## src/residual_norm_assert.svh

```systemverilog
// assertion macros used by the residual norm top level rtl
`ifndef RESIDUAL_NORM_ASSERT_SVH
`define RESIDUAL_NORM_ASSERT_SVH

// same-cycle implication, masked while reset is low
`define RN_ASSERT_IMPL(label, clk, rst_n, ante, cons, msg) \
    label: assert property (@(posedge clk) disable iff (!rst_n) (ante) |-> (cons)) \
        else $error(msg);

// condition that must hold in the cycle after a reset cycle
`define RN_ASSERT_AFTER_RESET(label, clk, rst_n, cons, msg) \
    label: assert property (@(posedge clk) !rst_n |=> (cons)) else $error(msg);

`endif

```

## src/rn_pkg.sv

```systemverilog
package rn_pkg;

    localparam int MAX_SIZE    = 64;
    localparam int QUEUE_DEPTH = 4;
    localparam int COL_W       = 6;
    localparam int COL_RANGE   = 2 ** COL_W;
    localparam int VAL_W       = 32;
    localparam int ACC_W       = 64;
    localparam int ROOT_W      = ACC_W / 2;

    // request codes on the input channel; the fourth code is dropped
    typedef enum logic [1:0] {
        REQ_LOAD_X  = 2'd0,
        REQ_ENTRY   = 2'd1,
        REQ_ROW_END = 2'd2
    } t_req;

    // work item handed from the front to the back through the queue
    typedef struct packed {
        logic                    row_end;
        logic                    last;
        logic signed [VAL_W-1:0] value;
        logic signed [VAL_W-1:0] x;
    } t_op;

endpackage

```

## src/rn_fifo.sv

```systemverilog
module rn_fifo #(
    parameter int DEPTH = rn_pkg::QUEUE_DEPTH
) (
    input  logic        i_clk,
    input  logic        i_rst_n,
    input  logic        i_push,
    input  rn_pkg::t_op i_data,
    output logic        o_full,
    input  logic        i_pop,
    output rn_pkg::t_op o_data,
    output logic        o_empty
);

    localparam int PW = $clog2(DEPTH);
    localparam int CW = $clog2(DEPTH + 1);

    rn_pkg::t_op r_mem [DEPTH];
    logic [PW-1:0] r_wr_ptr, n_wr_ptr;
    logic [PW-1:0] r_rd_ptr, n_rd_ptr;
    logic [CW-1:0] r_count, n_count;
    logic          w_do_push, w_do_pop;

    assign o_full    = (r_count == CW'(DEPTH));
    assign o_empty   = (r_count == '0);
    assign o_data    = r_mem[r_rd_ptr];
    assign w_do_push = i_push & ~o_full;
    assign w_do_pop  = i_pop & ~o_empty;

    always_comb begin
        n_wr_ptr = r_wr_ptr;
        n_rd_ptr = r_rd_ptr;
        n_count  = r_count;
        if (w_do_push) begin
            n_wr_ptr = (r_wr_ptr == PW'(DEPTH - 1)) ? '0 : r_wr_ptr + PW'(1);
        end
        if (w_do_pop) begin
            n_rd_ptr = (r_rd_ptr == PW'(DEPTH - 1)) ? '0 : r_rd_ptr + PW'(1);
        end
        if (w_do_push & ~w_do_pop) begin
            n_count = r_count + CW'(1);
        end else if (w_do_pop & ~w_do_push) begin
            n_count = r_count - CW'(1);
        end
    end

    always_ff @(posedge i_clk) begin
        if (!i_rst_n) begin
            r_wr_ptr <= '0;
            r_rd_ptr <= '0;
            r_count  <= '0;
        end else begin
            r_wr_ptr <= n_wr_ptr;
            r_rd_ptr <= n_rd_ptr;
            r_count  <= n_count;
        end
    end

    always_ff @(posedge i_clk) begin
        if (w_do_push) begin
            r_mem[r_wr_ptr] <= i_data;
        end
    end

endmodule

```

## config.mk

```make
export PLATFORM = sky130hd
export DESIGN_NAME = rn_fifo
export DESIGN_NICKNAME = d
export VERILOG_FILES = /design/src/residual_norm_assert.svh /design/src/rn_pkg.sv /design/src/rn_fifo.sv
export SDC_FILE = /design/constraint.sdc
export NUM_CORES = 1
export LEC_CHECK = 0
export BUFFER_PORTS_ARGS = -buffer_cell sky130_fd_sc_hd__buf_2
export CORE_UTILIZATION = 57
export CTS_CLUSTER_DIAMETER = 80
export CTS_CLUSTER_SIZE = 20
export DETAILED_ROUTE_END_ITERATION = 12
export PLACE_DENSITY = 0.9
export SLEW_MARGIN = 10
export SYNTH_ARGS = -nofsm -noshare
export SYNTH_HDL_FRONTEND = slang
export SYNTH_SLANG_ARGS = --single-unit
```

## constraint.sdc

```tcl
create_clock -name i_clk -period 3.9 [get_ports i_clk]
set_input_delay 0.585 -clock i_clk [delete_from_list [all_inputs] [get_ports i_clk]]
set_output_delay 0.585 -clock i_clk [all_outputs]
set_load 0.01 [all_outputs]
```

==> metrics.md, run 1 <==
| Metric | Value |
|---|---|
| Outcome | `completed` |
| P_sw | `1.82 mW` |
| Compound-gate portion of the synthesized area | `0.00300` |
| Starting Density | `0.580` |
| Final wirelength | `17.2 mm` |
| Vias in the first global route | `4,748` |
| Final slew viol count | `0` |
| Part of the cycle the worst path needs | `0.753` |
| Synth area leader | `edfxtp_1` |
| Synth Area in Simple Gates | `0.0103` |
| Post-cts hold buffer count | `0` |
| Post-CTS Resized | `0` |
| Nets@finish | `613` |
| ANT cells | `0` |
| RD Place Congestion | `0.662` |
| H-tree Lvls | `1` |
| Met2 usage | `0.340` |
| Setup repair bufs after CTS | `0` |
| Clk_lat worst skew | `0.47 ns` |
| Syn Nets | `472` |
| Synth cell types | `24` |
| Relative slew slack | `0.312` |
| Yosys top cell area share | `0.793` |
| Core Region | `17,200 um^2` |
| Critical Path RT | `3.31 ns` |
| Maximum number of pins on one net before global-route repair | `67` |
| CTS tree | `built` |
| Post-route setup slack | `0.962 ns` |
| RSZ-0062 raised after global routing | `no` |
| GRT Total Usage | `0.195` |
| Final Power | `7.00 mW` |
| Max Cap Viol | `0` |
| CP arrival | `2.35 ns` |
| Hold Path Class | `in2reg` |
| Power share of the clock group | `0.241` |
| Slew of the pin with the lowest slew margin | `1.03 ns` |
| Setup-failing EPs final | `0` |
| Post-synthesis mux area share | `0.152` |
| Setup TNS | `0 ns` |
| Max IR drop VDD | `0.457 mV` |
| PwrDens | `616 nW/um^2` |
| Pre-Repair DR Iteration Count | `4` |
| Max Fclk | `340 MHz` |
| Int Power | `5.18 mW` |
| Clk sink count | `273` |
| CTS buffer count | `17` |
| Die area | `18,100 um^2` |
| YS warnings | `0` |
| Post-Layout Cell Count | `771` |
| Main combinational cell family by area after synthesis | `multiplexers` |
| Synth Area in XOR/XNOR | `0.00175` |
| Row count | `48` |
| Sequential-to-total area share from yosys stat | `0.811` |
| Worst-path maximum fanout | `37` |
| Number of synthesized register bits | `273` |
| WHS | `0.314 ns` |
| Syn_area_per_cell | `25.3 um^2` |
| Most frequent cells in the layout | `edfxtp_1, buf_2, mux4_2, clkbuf_16, clkbuf_1` |
| Sw Ratio | `0.260` |
| DRC Markers | `0` |
| CP endpoint kind | `output port` |
| Die width | `134 um` |
| Leak | `3.76 nW` |
| Final Skew | `0.0100 ns` |
| Share of layout cells above drive strength 1 | `0.418` |
| Reg power frac | `0.541` |
| Routed len/inst | `22.3 um` |
| Total gr overflow | `0` |
| Final min period | `2.94 ns` |
| Iter 0 DRT Violations | `260` |
| Clock root buffer | `clkbuf_16` |
| Post-synthesis cell area | `9990 um^2` |
| DP Wirelength | `10.1 mm` |
| Die H | `134 um` |
| Synth Area in Adders | `0.00952` |
| Endpoints failing hold | `0` |
| Met3 Use GR | `0.0363` |
| IO Count | `138` |
| Pre-CTS worst setup slack | `1.37 ns` |
| Global route hottest layer | `met2` |
| CP Launch Type | `flip-flop` |
| Ranking of synthesized cells by area | `edfxtp_1, mux4_2, dfxtp_1` |
| GR Util met1 | `0.254` |
| Logic pwr share | `0.218` |
| Clock-pin slew on the worst setup and hold paths | `0.08 ns` |
| Max clock buf depth | `3` |
| DR vias/cell | `5.78` |
| Placed cell count | `742` |
| Most common cell after layout, fill and taps aside | `edfxtp_1` |
| Crit Path Class | `reg2out` |
| Layout area overhead | `13.7%` |
| Vias | `4,456` |
| Initial antenna violation count | `0` |
| Antenna viol nets, final | `0` |
| Cells after synthesis | `395` |
| Global-route wire length before repair | `26.1 mm` |
| Port Buf Inserts | `137` |
[final cells by class]
cell class,instances,area [um^2]
Sequential cell,273,8120
Fill cell,1100,5880
Multi-Input combinational cell,103,1770
Timing Repair Buffer,138,706
Clock buffer,28,467
Tap cell,225,282
Inverter,3,11.3
Clock inverter,1,8.76
[logic make-up (layout without fill, tap and decap cells)]
group                    after synthesis  in the layout
adder cells (fa/ha/maj)                7              7
AO/OA/AOI/OAI                          5              5
flip-flops                           273            273
buffers and inverters                 19            170
multiplexers                          69             69
XOR/XNOR                               2              2
AND/OR/NAND/NOR                       20             20
[critical path, cell delays in order (launching register included)]
cell	delay (ns)
dfxtp_4	0.74
buf_12	0.38
mux4_2	0.58
buf_2	0.16
[through the flow]
| stage | instance area [um^2] | utilization |
|---|---|---|
| floorplan | 9990 | - |
| global placement | 10900 | 0.632 |
| detailed placement | 10900 | 0.632 |
| CTS | 11400 | 0.659 |
| global route | 11400 | 0.659 |
| finish | 11400 | 0.659 |
[state kept, by name, indices dropped and copies added (netlist names), named ones only]
register and flops:
r_mem 264, r_count 3, r_rd_ptr 2, r_wr_ptr 2
[metal layers]
metal / share of wire / wire length (um)
met1: 0.40 / 6780
met4: 0.017 / 284
met5: 0 / 0
met3: 0.057 / 979
met2: 0.53 / 9120
[power by group through the flow]
stage	Clock [mW]	Combinational, mW	Sequential [mW]
floorplan	0	1.14	3.71
global placement	0	1.51	3.83
detailed placement	0	1.55	3.86
CTS	1.73	1.56	3.80
global route	1.83	1.65	3.83
finish	1.69	1.53	3.78
[cell usage after synthesis, drive strengths merged]
cell type  number
and2            5
nor3b           1
o31ai           1
nand2           6
or3             1
clkbuf          3
xnor2           1
o21ai           3
mux4           66
nor2b           2
buf            13
a21boi          1
nor2            2
dfxtp           9
nand3           2
inv             3
mux2i           3
fa              1
nor3            1
ha              6
edfxtp        264
xor2            1
[final timing paths]
check             depth (start not counted)        start            to  slack [ns]
hold reg to reg                           2  r_wr_ptr[1]   r_wr_ptr[1]        0.51
setup / recovery                          3    flip-flop    o_data[41]        0.96
setup reg to reg                          8   r_count[0]    r_count[2]        1.45
hold / removal                            1   i_data[65]  r_mem[3][65]        0.31
(Power assumes the default switching activity.)
==> run 2: changes to the inputs <==
==> constraint.sdc (replaced) <==
create_clock -name i_clk -period 3.1 [get_ports i_clk]
set_input_delay 0.465 -clock i_clk [delete_from_list [all_inputs] [get_ports i_clk]]
set_output_delay 0.465 -clock i_clk [all_outputs]
set_load 0.01 [all_outputs]
==> run 2 against run 1 <==
  * Count of clock-buffer cells in the layout stayed put
  * Design area is 1.2% higher
  * Non-clock buffer count is 11 higher
  * Critical endpoint is now o_data[46]
  * Total power is 27% higher
  * Worst setup slack worse by 0.51 ns
  * Die area stayed put
  * Clock skew is 0.00080 ns lower
  * Largest cell class unchanged
==> metrics.md, run 2 (synthesis results as in run 1) <==
| Metric | Value |
|---|---|
| Outcome | `completed` |
| IO Count | `138 (unchanged)` |
| Reg2reg start | `r_count[0]` |
| Post-CTS Resized | `0 (unchanged)` |
| Endpoints failing hold | `0 (unchanged)` |
| Crit Path Class | `reg2out` |
| Min-Delay Startpoint | `i_data[64]` |
| Global-route wire length before repair | `26.3 mm (+0.77%)` |
| CTS buffer count | `17 (unchanged)` |
| Critical Path RT | `2.63 ns (-0.68 ns)` |
| Largest Register | `r_mem` |
| Worst r2r path cells | `7 (-1)` |
| Pre-Repair DR Iteration Count | `4 (unchanged)` |
| Area occupied by multi-input gates | `1770 um^2 (unchanged)` |
| Max Cap Viol | `0 (unchanged)` |
| Max clock buf depth | `3 (unchanged)` |
| CP Launch Type | `flip-flop` |
| CP arrival | `2.18 ns (-0.17 ns)` |
| Maximum number of pins on one net before global-route repair | `41 (-39%)` |
| Fillers | `1,105 (+0.45%)` |
| Final Skew | `0.00923 ns (-0.000796 ns)` |
| H-tree Lvls | `1 (unchanged)` |
| Most frequent cells in the layout | `edfxtp_1, buf_2, mux4_2, clkbuf_16, clkbuf_1` |
| Core Region | `17,200 um^2 (unchanged)` |
| RD Place Congestion | `0.695 (+5.0%)` |
| Setup-failing EPs final | `0 (unchanged)` |
| Die area | `18,100 um^2 (unchanged)` |
| Placed cell count | `753 (+1.5%)` |
| Total gr overflow | `0 (unchanged)` |
| Post-cts hold buffer count | `0 (unchanged)` |
| Most common cell after layout, fill and taps aside | `edfxtp_1` |
| Iter 0 DRT Violations | `289 (+11%)` |
| Initial antenna violation count | `1 (+1)` |
| Nets@finish | `624 (+1.8%)` |
| Worst-path maximum fanout | `26 (-30%)` |
| Worst R2R Setup Slack | `0.71 ns (-0.74 ns)` |
| Top flop regs | `r_mem x264, r_count x3` |
| Port Buf Inserts | `137 (unchanged)` |
| Final slew viol count | `0 (unchanged)` |
| Part of the cycle the worst path needs | `0.853` |
| Leak | `3.83 nW (+1.9%)` |
| CP endpoint kind | `output port` |
| Vias in the first global route | `4,809 (+1.3%)` |
| Slew of the pin with the lowest slew margin | `0.553 ns (-0.479 ns)` |
| CTS tree | `built` |
| GRT Total Usage | `0.196 (+0.00117)` |
| Setup repair bufs after CTS | `0 (unchanged)` |
| DRC Markers | `0 (unchanged)` |
| Hold Path Sink | `r_mem[3][64]` |
| WHS Path Cells | `1 (unchanged)` |
| DR vias/cell | `5.80 (+0.39%)` |
| Routed len/inst | `22.0 um (-1.0%)` |
| Antenna viol nets, final | `0 (unchanged)` |
| Clk sink count | `273 (unchanged)` |
| Sequential Area | `8120 um^2 (unchanged)` |
| Hold Path Class | `in2reg` |
| R2r endpoint | `r_count[2]` |
| Clock root buffer | `clkbuf_16` |
| Max IR drop VDD | `0.619 mV (+35%)` |
| Die width | `134 um (unchanged)` |
| Max Fclk | `378 MHz` |
| Final min period | `2.65 ns` |
| Setup TNS | `0 ns (unchanged)` |
| Vias | `4,543 (+2.0%)` |
| Share of layout cells above drive strength 1 | `0.429 (+0.0115)` |
| RSZ-0062 raised after global routing | `no` |
| Pre-CTS worst setup slack | `0.749 ns (-0.619 ns)` |
| Clk_lat worst skew | `0.47 ns (about the same)` |
| Design area | `11,500 um^2 (+1.2%)` |
| Placed Area | `11,000 um^2 (+1.2%)` |
| PwrDens | `770 nW/um^2 (+25%)` |
| Relative slew slack | `0.628 (+0.316)` |
| Final wirelength | `17.3 mm (+0.50%)` |
| Die H | `134 um (unchanged)` |
| DP Wirelength | `10.8 mm (+6.9%)` |
| Clock-pin slew on the worst setup and hold paths | `0.08 ns (about the same)` |
| Post-route setup slack | `0.455 ns (-0.508 ns)` |
| Post-Layout Cell Count | `783 (+1.6%)` |
| Max FFs per register | `264 (unchanged)` |
| Row count | `48 (unchanged)` |
| Starting Density | `0.580 (unchanged)` |
| Layout area overhead | `15.0%` |
==> run 2: worst max path at each step <==
stage / to / slack [ns] / cells after the start
after global placement: r_count[2] / 0.90 / 7
after global routing: o_data[46] / 0.28 / 3
final: o_data[46] / 0.45 / 3
after CTS: o_data[46] / 0.37 / 3
after detailed placement: r_count[2] / 0.75 / 7
after floorplan: r_mem[0][0] / 0.30 / 4
==> run 2: where the power goes <==
| group | switching, mW | total, mW | internal [mW] |
|---|---|---|---|
| combinational | 1.01 | 2.05 | 1.03 |
| sequential | 0.210 | 4.70 | 4.49 |
| clock | 1.07 | 2.11 | 1.04 |
| total | 2.29 | 8.86 | 6.56 |
==> run 2: stage by stage <==
step | power, mW | hold slack (ns) | util
floorplan | 6.09 | 0.468 | -
global placement | 6.77 | 0.474 | 0.639
detailed placement | 6.88 | 0.529 | 0.639
CTS | 8.97 | 0.178 | 0.667
global route | 9.24 | 0.178 | 0.667
finish | 8.86 | 0.198 | 0.667
==> run 2: routing by layer <==
| metal | track usage | wire [um] |
|---|---|---|
| met1 | 0.268 | 7060 |
| met2 | 0.336 | 8830 |
| met3 | 0.0321 | 1050 |
| met4 | 0.0468 | 308 |
| met5 | 0 | 0 |
==> run 2: cell type report <==
class	instances	area share
antenna	1	0.000218
clock buffer	28	0.0406
clock inverter	1	0.000762
inverter	3	0.000980
multi-input combinational	103	0.154
sequential	273	0.706
tap	225	0.0245
timing repair buffer	149	0.0729
==> run 2: worst max-delay path: stages (launching register included) <==
cell and delay, ns:
dfxtp_4 0.66, buf_12 0.30, mux4_2 0.56, buf_2 0.16
