**config.mk**
```make
export PLATFORM = sky130hd
export DESIGN_NAME = rn_isqrt
export DESIGN_NICKNAME = d
export VERILOG_FILES = /design/src/residual_norm_assert.svh /design/src/rn_pkg.sv /design/src/rn_isqrt.sv
export SDC_FILE = /design/constraint.sdc
export NUM_CORES = 1
export LEC_CHECK = 0
export BUFFER_PORTS_ARGS = -buffer_cell sky130_fd_sc_hd__clkbuf_2
export CAP_MARGIN = 40
export CELL_PAD_IN_SITES_DETAIL_PLACEMENT = 1
export CELL_PAD_IN_SITES_GLOBAL_PLACEMENT = 1
export CORE_ASPECT_RATIO = 1.1
export CORE_MARGIN = 1.5
export CORE_UTILIZATION = 41
export DETAILED_ROUTE_END_ITERATION = 6
export GPL_TIMING_DRIVEN = 0
export PLACE_DENSITY_LB_ADDON = 0.1
export RECOVER_POWER = 25
export SLEW_MARGIN = 20
export SYNTH_ARGS = -nofsm -noshare
export SYNTH_HDL_FRONTEND = slang
export SYNTH_SLANG_ARGS = --single-unit
```
**constraint.sdc**
```tcl
create_clock -name i_clk -period 2.9 [get_ports i_clk]
set_input_delay 0.725 -clock i_clk [delete_from_list [all_inputs] [get_ports i_clk]]
set_output_delay 0.725 -clock i_clk [all_outputs]
set_load 0.02 [all_outputs]
```
**src/residual_norm_assert.svh**
```systemverilog
// assertion macros used by the residual norm top level rtl
`ifndef RESIDUAL_NORM_ASSERT_SVH
`define RESIDUAL_NORM_ASSERT_SVH

// same-cycle implication, masked while reset is low
`define RN_ASSERT_IMPL(label, clk, rst_n, ante, cons, msg) \
    label: assert property (@(posedge clk) disable iff (!rst_n) (ante) |-> (cons)) \
        else $error(msg);

// condition that must hold in the cycle after a reset cycle
`define RN_ASSERT_AFTER_RESET(label, clk, rst_n, cons, msg) \
    label: assert property (@(posedge clk) !rst_n |=> (cons)) else $error(msg);

`endif

```
**src/rn_pkg.sv**
```systemverilog
package rn_pkg;

    localparam int MAX_SIZE    = 64;
    localparam int QUEUE_DEPTH = 4;
    localparam int COL_W       = 6;
    localparam int COL_RANGE   = 2 ** COL_W;
    localparam int VAL_W       = 32;
    localparam int ACC_W       = 64;
    localparam int ROOT_W      = ACC_W / 2;

    // request codes on the input channel; the fourth code is dropped
    typedef enum logic [1:0] {
        REQ_LOAD_X  = 2'd0,
        REQ_ENTRY   = 2'd1,
        REQ_ROW_END = 2'd2
    } t_req;

    // work item handed from the front to the back through the queue
    typedef struct packed {
        logic                    row_end;
        logic                    last;
        logic signed [VAL_W-1:0] value;
        logic signed [VAL_W-1:0] x;
    } t_op;

endpackage

```
**src/rn_isqrt.sv**
```systemverilog
module rn_isqrt (
    input  logic                      i_clk,
    input  logic                      i_rst_n,
    input  logic                      i_start,
    input  logic [rn_pkg::ACC_W-1:0]  i_radicand,
    output logic                      o_busy,
    output logic [rn_pkg::ROOT_W-1:0] o_root
);

    localparam int RW = rn_pkg::ROOT_W + 2;
    localparam int CW = $clog2(rn_pkg::ROOT_W);

    logic                      r_busy;
    logic [CW-1:0]             r_cnt;
    logic [rn_pkg::ACC_W-1:0]  r_rad;
    logic [RW-1:0]             r_rem;
    logic [rn_pkg::ROOT_W-1:0] r_root;
    logic [RW+1:0]             w_shifted;
    logic [RW+1:0]             w_trial;
    logic                      w_take;

    // one result bit per cycle, two radicand bits brought down each step
    assign w_shifted = {r_rem, r_rad[rn_pkg::ACC_W-1 -: 2]};
    assign w_trial   = {2'b00, r_root, 2'b01};
    assign w_take    = (w_shifted >= w_trial);
    assign o_busy    = r_busy;
    assign o_root    = r_root;

    always_ff @(posedge i_clk) begin
        if (!i_rst_n) begin
            r_busy <= 1'b0;
            r_cnt  <= '0;
        end else if (i_start) begin
            r_busy <= 1'b1;
            r_cnt  <= '0;
        end else if (r_busy) begin
            r_cnt <= r_cnt + CW'(1);
            if (r_cnt == CW'(rn_pkg::ROOT_W - 1)) begin
                r_busy <= 1'b0;
            end
        end
    end

    always_ff @(posedge i_clk) begin
        if (i_start) begin
            r_rad  <= i_radicand;
            r_rem  <= '0;
            r_root <= '0;
        end else if (r_busy) begin
            r_rad <= {r_rad[rn_pkg::ACC_W-3:0], 2'b00};
            if (w_take) begin
                r_rem  <= RW'(w_shifted - w_trial);
                r_root <= {r_root[rn_pkg::ROOT_W-2:0], 1'b1};
            end else begin
                r_rem  <= w_shifted[RW-1:0];
                r_root <= {r_root[rn_pkg::ROOT_W-2:0], 1'b0};
            end
        end
    end

endmodule

```
==> impl_metrics.toml, run 1 <==
[floorplanning]
start_util = 0.420
ios = 100
die_area_um2 = 19800
placementRows = 52
core-area_um2 = 18500
die_h_um = 147
die_x_um = 134

[synth]
async_reset_ff_frac = 0
yosysMostFrequentCell = "nor2_1"
syn_area_um2 = 7760
synthDistinctLibCells = 72
synth_area_per_cell_um2 = 10.2
synth-main-ff-cell = "dfxtp_1"
syn_inst = 762
synth_nets = 865
synth_top_area_frac = 0.248
synth.area.top_cells = "edfxtp_1, dfxtp_1, mux2_2"
synth-edff-count = 64
ys_seq_area_frac = 0.433
yosysWarningCount = 0
yosys-top-cells-count = "nor2_1, dfxtp_1, edfxtp_1, mux2_2, nand2_1"
post-synth-top-area-cell = "edfxtp_1"
ys_ff_latch = 136

[timing]
slew_viol_final = 0
rsz0062_at_grt = "yes"
fmax_mhz = 351
fin_worst_skew_ns = 0.00553
slew_headroom = 0.453
final_hold_viol_count = 0
layout_min_cycle_time_ns = 2.85
worst_slack_ns = 0.0492
hold_slack_ns = 0.483
final-setup-viol-count = 0
fin_crit_sh = 0.983
worst_pin_slew_ns = 0.820

[min_path]
hold_path_startpoint = "r_rem[33]"
hp-class = "reg -> reg"
min_path_cells = 2
holdPathEnd = "r_rem[33]"

[cells_and_area]
antennaDiodeCount = 0
drive_above_1_share = 0.321
nets = 1005
instances_no_fill = 1158
area_growth_pct = 24.9
utilization = 0.525

[critical_path]
r2r_start = "o_root[11]"
critPathCaptureType = "flip-flop"
required_ns = 3.24
r2r_setup_slack_ns = 0.05
path_cells = "inv_1, ha_1, buf_6, nand4_4, or2_4, a2111oi_4, buf_4, nor4_4, or3_4, a21boi_2, mux2_4, a32oi_1"
worstPathArrival_ns = 3.19
slowest_delay_ns = 0.44
path_delay_family = "simple AND/OR/NAND/NOR gates"
crit_type = "reg -> reg"
crit_slowest_cell = "or3_4"
startpoint_type = "flip-flop"
reg2reg_depth = 12
r2r-end = "r_rem[33]"
critPathMaxFanout = 9
cp_num_buf_inv = 3

[power]
vdd_ir_drop_max_uv = 646
clkPwrFrac = 0.199
power_density_nw_per_um2 = 1100
internal-power_w = 0.00615
power.switching_w = 0.00449
sequentialPowerShare = 0.233
combinationalPowerShare = 0.568
swShare = 0.422
p_leak_nw = 3.77

[placement]
dp_slack_ns = -0.299
dpl.cell_count = 1105
globalplace.congestion = 0.883
hpwl_um = 15400
portBuffers = 98

[global_routing]
overflow = 0
antenna_found_initial = 0
grt_pass1_vias = 6678
grt_first_pass_wirelength_um = 34800
grt_use_total = 0.223
grt_max_degree = 34

[clock_network]
htreeDepth = 4
cts_hold_buffers = 0
cts_tree = "built"
cts.clk_slew.worst_paths_ns = 0.07
clock_latency_ns = 0.42
root_buffer = "clkbuf_16"
cts_sinks = 136
cts_buffer_depth = 2
cts_inserted_buffers = 17

[route]
drtIter0Drc = 266
via_per_inst = 5.51
wirelength_um = 21900
final_antenna_net_count = 0
num_vias = 6384
route.detailed.drc = 0
dr.pass1.iters = 4
routedWlPerCell_um = 18.9

[outcome]
status = "completed"

[flow_run]
cap_viol_max_count = 0
[layout by cell type, fill, tap and decap left out, types with 7 or more instances in the layout]
cell	n
a21o_1	16
a21oi_1	26
a311oi_2	18
buf_4	24
buf_6	7
clkbuf_1	58
clkbuf_16	18
clkbuf_2	65
dfxtp_1	58
dfxtp_2	11
edfxtp_1	64
ha_1	20
ha_4	10
inv_1	43
mux2_2	63
mux2i_1	36
nand2_1	60
nand3_1	14
nand4_1	15
nor2_1	83
o21a_1	9
o21ai_0	14
xnor2_1	13
xor2_1	10
[power by group through the flow]
stage	sequential [W]	combinational [W]	clock (W)
floorplan	0.00243	0.00365	0
detailed placement	0.00249	0.00485	0
global placement	0.00249	0.00471	0
CTS	0.00247	0.00520	0.00215
finish	0.00248	0.00604	0.00212
global route	0.00251	0.00649	0.00221
[metal layers]
metal  up-vias  GRT usage  routed length [µm]
li1       3056          -                   -
met2       142      0.387               11100
met3        43     0.0445                 989
met5         -          0                   0
met4         0     0.0812                 637
met1      3143      0.272                9160
[worst register-to-register path, stage by stage, from the launching register on]
cell and delay, ns:
dfxtp_2 0.34, inv_1 0.04, ha_1 0.28, buf_6 0.13, nand4_4 0.13, or2_4 0.27, a2111oi_4 0.18, buf_4 0.19
nor4_4 0.05, or3_4 0.44, a21boi_2 0.22, mux2_4 0.32, a32oi_1 0.19
[sequential cells by signal, indices dropped and copies added (netlist names)]
register  flops
r_rem        34
o_root       32
r_rad        64
o_busy        1
r_cnt         5
[cell families (layout without fill, tap and decap cells)]
family | count (synthesis) | count (layout) | synth area share
compound gates | 150 | 150 | 0.156
xor+xnor | 23 | 23 | 0.0260
fa+ha+maj | 36 | 36 | 0.0580
buf+inv | 91 | 244 | 0.0501
flops | 136 | 136 | 0.433
mux | 100 | 100 | 0.139
simple gates | 226 | 226 | 0.137
[per-stage QoR]
step                      TNS [ns]  total power [W]  area [µm²]
after global placement      -34.20          0.00720        8560
after detailed placement     -9.76          0.00734        8590
after global routing        -0.198           0.0112        9690
final                            0           0.0106        9690
after floorplan                  0          0.00609        7770
after CTS                        0          0.00982        9370
[repair_timing]
action | 4_1_cts | 5_1_grt
endpoints found under the setup margin | 35 | 35
cloned | 0 | 1
pin swaps | 6 | 30
setup buffers | 8 | 15
resized for setup | 39 | 64
[worst max path at each step]
stage | slack (ns) | cells after the start | to | start
floorplan | 0.03 | 12 | r_rem[33] | o_root[9]
global placement | -0.46 | 4 | r_rad[9] | i_start
detailed placement | -0.30 | 13 | r_rem[12] | o_root[15]
CTS | 0.0003 | 11 | r_rem[33] | o_root[3]
global route | -0.04 | 12 | r_rem[33] | o_root[11]
finish | 0.05 | 12 | r_rem[33] | o_root[11]
[final cells by class]
| class | count | area (µm²) |
|---|---|---|
| fill | 2095 | 8780 |
| buffer | 41 | 244 |
| clock buffer | 17 | 425 |
| tap | 243 | 304 |
| timing repair buffer | 124 | 678 |
| inverter | 47 | 180 |
| multi-input combinational | 535 | 4340 |
| sequential | 136 | 3390 |
| clock inverter | 15 | 134 |
(Power assumes the default switching activity.)
==> run 2, diff against run 1 <==
Settings changed: RECOVER_POWER 25 to 50.
==> run 2 against run 1 <==
Against the previous run: routed wire length barely moved; fmax barely moved; cell count did not move; largest cell class unchanged; highest routed layer unchanged.
==> impl_metrics.toml, run 2 (synthesized netlist as in run 1, its figures left out) <==
[outcome]
status = "completed"

[cells_and_area]
nets = 1005
area_growth_pct = 24.9
largest_reg_flops = 64
multi_input_area_um2 = 4340
antennaDiodeCount = 0
regMostFlops = "r_rad"
drive_above_1_share = 0.320
fill_cells = 2095
final_cell_mix = "nor2_1, clkbuf_2, edfxtp_1"
regArea_um2 = 3390
layout_commonest_cell = "nor2_1"

[critical_path]
startpoint_type = "flip-flop"
r2r-end = "r_rem[33]"
required_ns = 3.24
worstPathArrival_ns = 3.19
crit_type = "reg -> reg"
path_cells = "inv_1, ha_1, buf_6, nand4_4, or2_4, a2111oi_4, buf_4, nor4_4, or3_4, a21boi_2, mux2_4, a32oi_1"
crit_slowest_cell = "or3_4"
critPathMaxFanout = 9
critPathCaptureType = "flip-flop"
slowest_delay_ns = 0.44
reg2reg_depth = 12
r2r_setup_slack_ns = 0.05
r2r_start = "o_root[11]"

[route]
route.detailed.drc = 0
drtIter0Drc = 266
via_per_inst = 5.51
routedWlPerCell_um = 18.9
final_antenna_net_count = 0
num_vias = 6375
wirelength_um = 21900
dr.pass1.iters = 4

[timing]
rsz0062_at_grt = "yes"
fin_crit_sh = 0.983
fin_worst_skew_ns = 0.00532
layout_min_cycle_time_ns = 2.85
final_hold_viol_count = 0
slew_headroom = 0.453
final-setup-viol-count = 0
worst_pin_slew_ns = 0.820
fmax_mhz = 351
worst_slack_ns = 0.0488
final.setup.tns_ns = 0
slew_viol_final = 0

[clock_network]
cts_tree = "built"
cts_sinks = 136
clock_latency_ns = 0.42
cts_hold_buffers = 0
cts_buffer_depth = 2
htreeDepth = 4
cts.clk_slew.worst_paths_ns = 0.07
root_buffer = "clkbuf_16"
cts_inserted_buffers = 17

[floorplanning]
start_util = 0.420
core-area_um2 = 18500
die_area_um2 = 19800
die_h_um = 147
die_x_um = 134
ios = 100
placementRows = 52

[placement]
hpwl_um = 15400
dp_slack_ns = -0.299
portBuffers = 98
globalplace.congestion = 0.883

[global_routing]
grt_max_degree = 34
overflow = 0
antenna_found_initial = 0
grt_first_pass_wirelength_um = 34800
grt_use_total = 0.223
grt_pass1_vias = 6678

[power]
vdd_ir_drop_max_uv = 646
p_leak_nw = 3.77
power_density_nw_per_um2 = 1100
total_power_w = 0.0106

[min_path]
holdPathEnd = "r_rem[33]"
hold_path_startpoint = "r_rem[33]"
min_path_cells = 2
hp-class = "reg -> reg"

[flow_run]
cap_viol_max_count = 0
## run 2: report_power, final
part	internal [W]	leakage [nW]	switching [W]
logic	0.00273	2.27	0.00330
clock network	0.00113	0.271	0.000987
registers	0.00228	1.24	0.000195
## run 2: worst max-delay path, delay by kind of cell (launching register included)
| kind | cells | cell delay (ns) |
|---|---|---|
| compound gates | 3 | 0.59 |
| fa+ha+maj | 1 | 0.28 |
| buf+inv | 3 | 0.36 |
| flops | 1 | 0.34 |
| mux | 1 | 0.32 |
| simple gates | 4 | 0.89 |
## run 2: routing by layer
layer	part of all wire	vias up	track usage
met5	0	-	0
met3	0.047	43	0.0445
li1	-	3057	-
met4	0.029	0	0.0812
met1	0.42	3131	0.272
met2	0.51	144	0.387
## run 2: what timing repair did
item | 4_1_cts | 5_1_grt
gates resized for setup | 39 | 64
pin swaps | 6 | 30
gates cloned | 0 | 1
buffers inserted | 8 | 15
setup endpoints to repair | 35 | 35
## run 2: layout make-up
cell class / count / share of cell area
multi-input combinational: 535 / 0.448
tap: 243 / 0.0314
inverter: 47 / 0.0186
clock inverter: 15 / 0.0138
sequential: 136 / 0.350
buffer: 41 / 0.0252
timing repair buffer: 124 / 0.0700
clock buffer: 17 / 0.0439
## run 2: per-stage QoR
stage | hold WS [ns] | area [µm²] | utilization | instances
6_report | 0.483 | 9690 | 0.525 | 1158
5_1_grt | 0.511 | 9690 | 0.525 | 1158
4_1_cts | 0.464 | 9370 | 0.507 | 1143
3_5_place_dp | 0.451 | 8590 | 0.465 | 1105
3_3_place_gp | 0.444 | 8560 | 0.463 | 1103
2_1_floorplan | 0.423 | 7770 | - | 762
## run 2: worst max path at each step
| stage | start | to | slack, ns | cells past startpoint |
|---|---|---|---|---|
| 3_5_place_dp | o_root[15] | r_rem[12] | -0.30 | 13 |
| 6_report | o_root[11] | r_rem[33] | 0.05 | 12 |
| 4_1_cts | o_root[3] | r_rem[33] | 0.0003 | 11 |
| 3_3_place_gp | i_start | r_rad[9] | -0.46 | 4 |
| 2_1_floorplan | o_root[9] | r_rem[33] | 0.03 | 12 |
| 5_1_grt | o_root[11] | r_rem[33] | -0.04 | 12 |
==> run 3, diff against run 2 <==
Settings changed: CORE_ASPECT_RATIO 1.1 to default.
==> run 3 against run 2 <==
Against the previous run: routed wire length rose by 3.6%; total power rose by 3.2%; sequential share of layout area fell by 0.52 points; clock skew rose by 0.0026 ns; first-iteration DRC count rose by 11%; flip-flop and latch count did not move; largest cell class unchanged; highest routed layer unchanged; the run now ends with setup timing left; setup slack got worse by 0.055 ns.
==> impl_metrics.toml, run 3 (synthesized netlist as in run 1, its figures left out) <==
[global_routing]
overflow = 0
grt_use_total = 0.228
grt_pass1_vias = 6556
antenna_found_initial = 0
grt_first_pass_wirelength_um = 34900
grt_max_degree = 36

[critical_path]
worstPathArrival_ns = 3.20
r2r_start = "r_rem[10]"
r2r-end = "r_rem[25]"
critPathMaxFanout = 6
reg2reg_depth = 12
crit_type = "reg -> reg"
critPathCaptureType = "flip-flop"
startpoint_type = "flip-flop"
required_ns = 3.19
r2r_setup_slack_ns = -0.006

[cells_and_area]
final_cell_mix = "nor2_1, clkbuf_2, edfxtp_1"
layout_commonest_cell = "nor2_1"
largest_reg_flops = 64
multi_input_area_um2 = 4390
regMostFlops = "r_rad"
fill_cells = 2122
instances_no_fill = 1152
antennaDiodeCount = 0
area_growth_pct = 26.8
regArea_um2 = 3390
nets = 1008
drive_above_1_share = 0.331

[outcome]
status = "finished, violations left"
violations = "setup timing"

[clock_network]
cts.clk_slew.worst_paths_ns = 0.07
root_buffer = "clkbuf_16"
cts_inserted_buffers = 17
cts_buffer_depth = 2
cts_sinks = 136
cts_tree = "built"
cts_hold_buffers = 0
htreeDepth = 4
clock_latency_ns = 0.43

[placement]
hpwl_um = 15200
dpl.cell_count = 1096
portBuffers = 98
globalplace.congestion = 0.891

[timing]
rsz0062_at_grt = "yes"
slew_headroom = 0.445
slew_viol_final = 0
final_hold_viol_count = 0
layout_min_cycle_time_ns = 2.91
hold_slack_ns = 0.487
fin_crit_sh = 1.00
fin_worst_skew_ns = 0.00790
worst_pin_slew_ns = 0.832
final-setup-viol-count = 1
worst_slack_ns = -0.00594
fmax_mhz = 344

[floorplanning]
die_area_um2 = 19800
ios = 100
die_h_um = 141
core-area_um2 = 18600
start_util = 0.416
die_x_um = 141
placementRows = 50

[route]
drtIter0Drc = 296
dr.pass1.iters = 7
route.detailed.drc = 0
final_antenna_net_count = 0
wirelength_um = 22700
routedWlPerCell_um = 19.7
via_per_inst = 5.60
num_vias = 6449

[power]
vdd_ir_drop_max_uv = 685
p_leak_nw = 3.83
power_density_nw_per_um2 = 1110
total_power_w = 0.0110

[flow_run]
cap_viol_max_count = 0

[min_path]
min_path_cells = 2
hp-class = "reg -> reg"
hold_path_startpoint = "r_rem[33]"
holdPathEnd = "r_rem[33]"
[run 3: cell type report]
class | instances | area share
tap | 234 | 0.0297
clock buffer | 17 | 0.0432
multi-input combinational | 535 | 0.446
timing repair buffer | 127 | 0.0752
sequential | 136 | 0.344
clock inverter | 15 | 0.0182
inverter | 47 | 0.0180
buffer | 41 | 0.0252
[run 3: power by group]
part,switching (W),total [W],internal [W]
sequential,0.000208,0.00249,0.00228
combinational,0.00339,0.00627,0.00288
clock,0.00105,0.00221,0.00117
total,0.00465,0.0110,0.00633
[run 3: worst max path at each step]
stage / start / end / slack (ns)
after detailed placement: o_root[15] / r_rem[17] / -0.28
after global placement: i_start / r_rad[51] / -0.53
after floorplan: o_root[9] / r_rem[33] / 0.03
after CTS: o_root[23] / r_rem[24] / 0.002
final: r_rem[10] / r_rem[25] / -0.006
after global routing: r_rem[10] / r_rem[25] / -0.07
[run 3: what timing repair did]
item | 4_1_cts | 5_1_grt
gates resized for setup | 59 | 51
setup endpoints to repair | 35 | 34
gates cloned | 1 | 1
hold endpoints to repair | 0 | 0
buffers inserted | 12 | 12
pin swaps | 15 | 22
[run 3: critical path, cell delays in order (launching register included)]
cell	delay, ns
dfxtp_1	0.44
ha_4	0.24
buf_6	0.13
buf_4	0.14
a21o_1	0.18
a21oi_1	0.28
o21ai_2	0.14
nor4_4	0.39
buf_4	0.19
o21bai_1	0.07
a21oi_1	0.22
xor2_1	0.20
o221ai_1	0.14
[run 3: through the flow]
step	TNS [ns]	cell area, µm²	utilization	setup WS [ns]
after floorplan	0	7770	-	0.0314
after global placement	-38.78	8550	0.459	-0.525
after detailed placement	-12.99	8580	0.460	-0.285
after CTS	0	9550	0.512	0.00207
after global routing	-0.237	9840	0.528	-0.0704
final	-0.00594	9840	0.528	-0.00594
[run 3: routing by layer]
| layer | share of wire | up-vias | GRT usage |
|---|---|---|---|
| met1 | 0.45 | 3224 | 0.296 |
| met2 | 0.49 | 135 | 0.378 |
| met3 | 0.041 | 30 | 0.0540 |
| met5 | 0 | - | 0 |
| li1 | - | 3060 | - |
| met4 | 0.015 | 0 | 0.0691 |
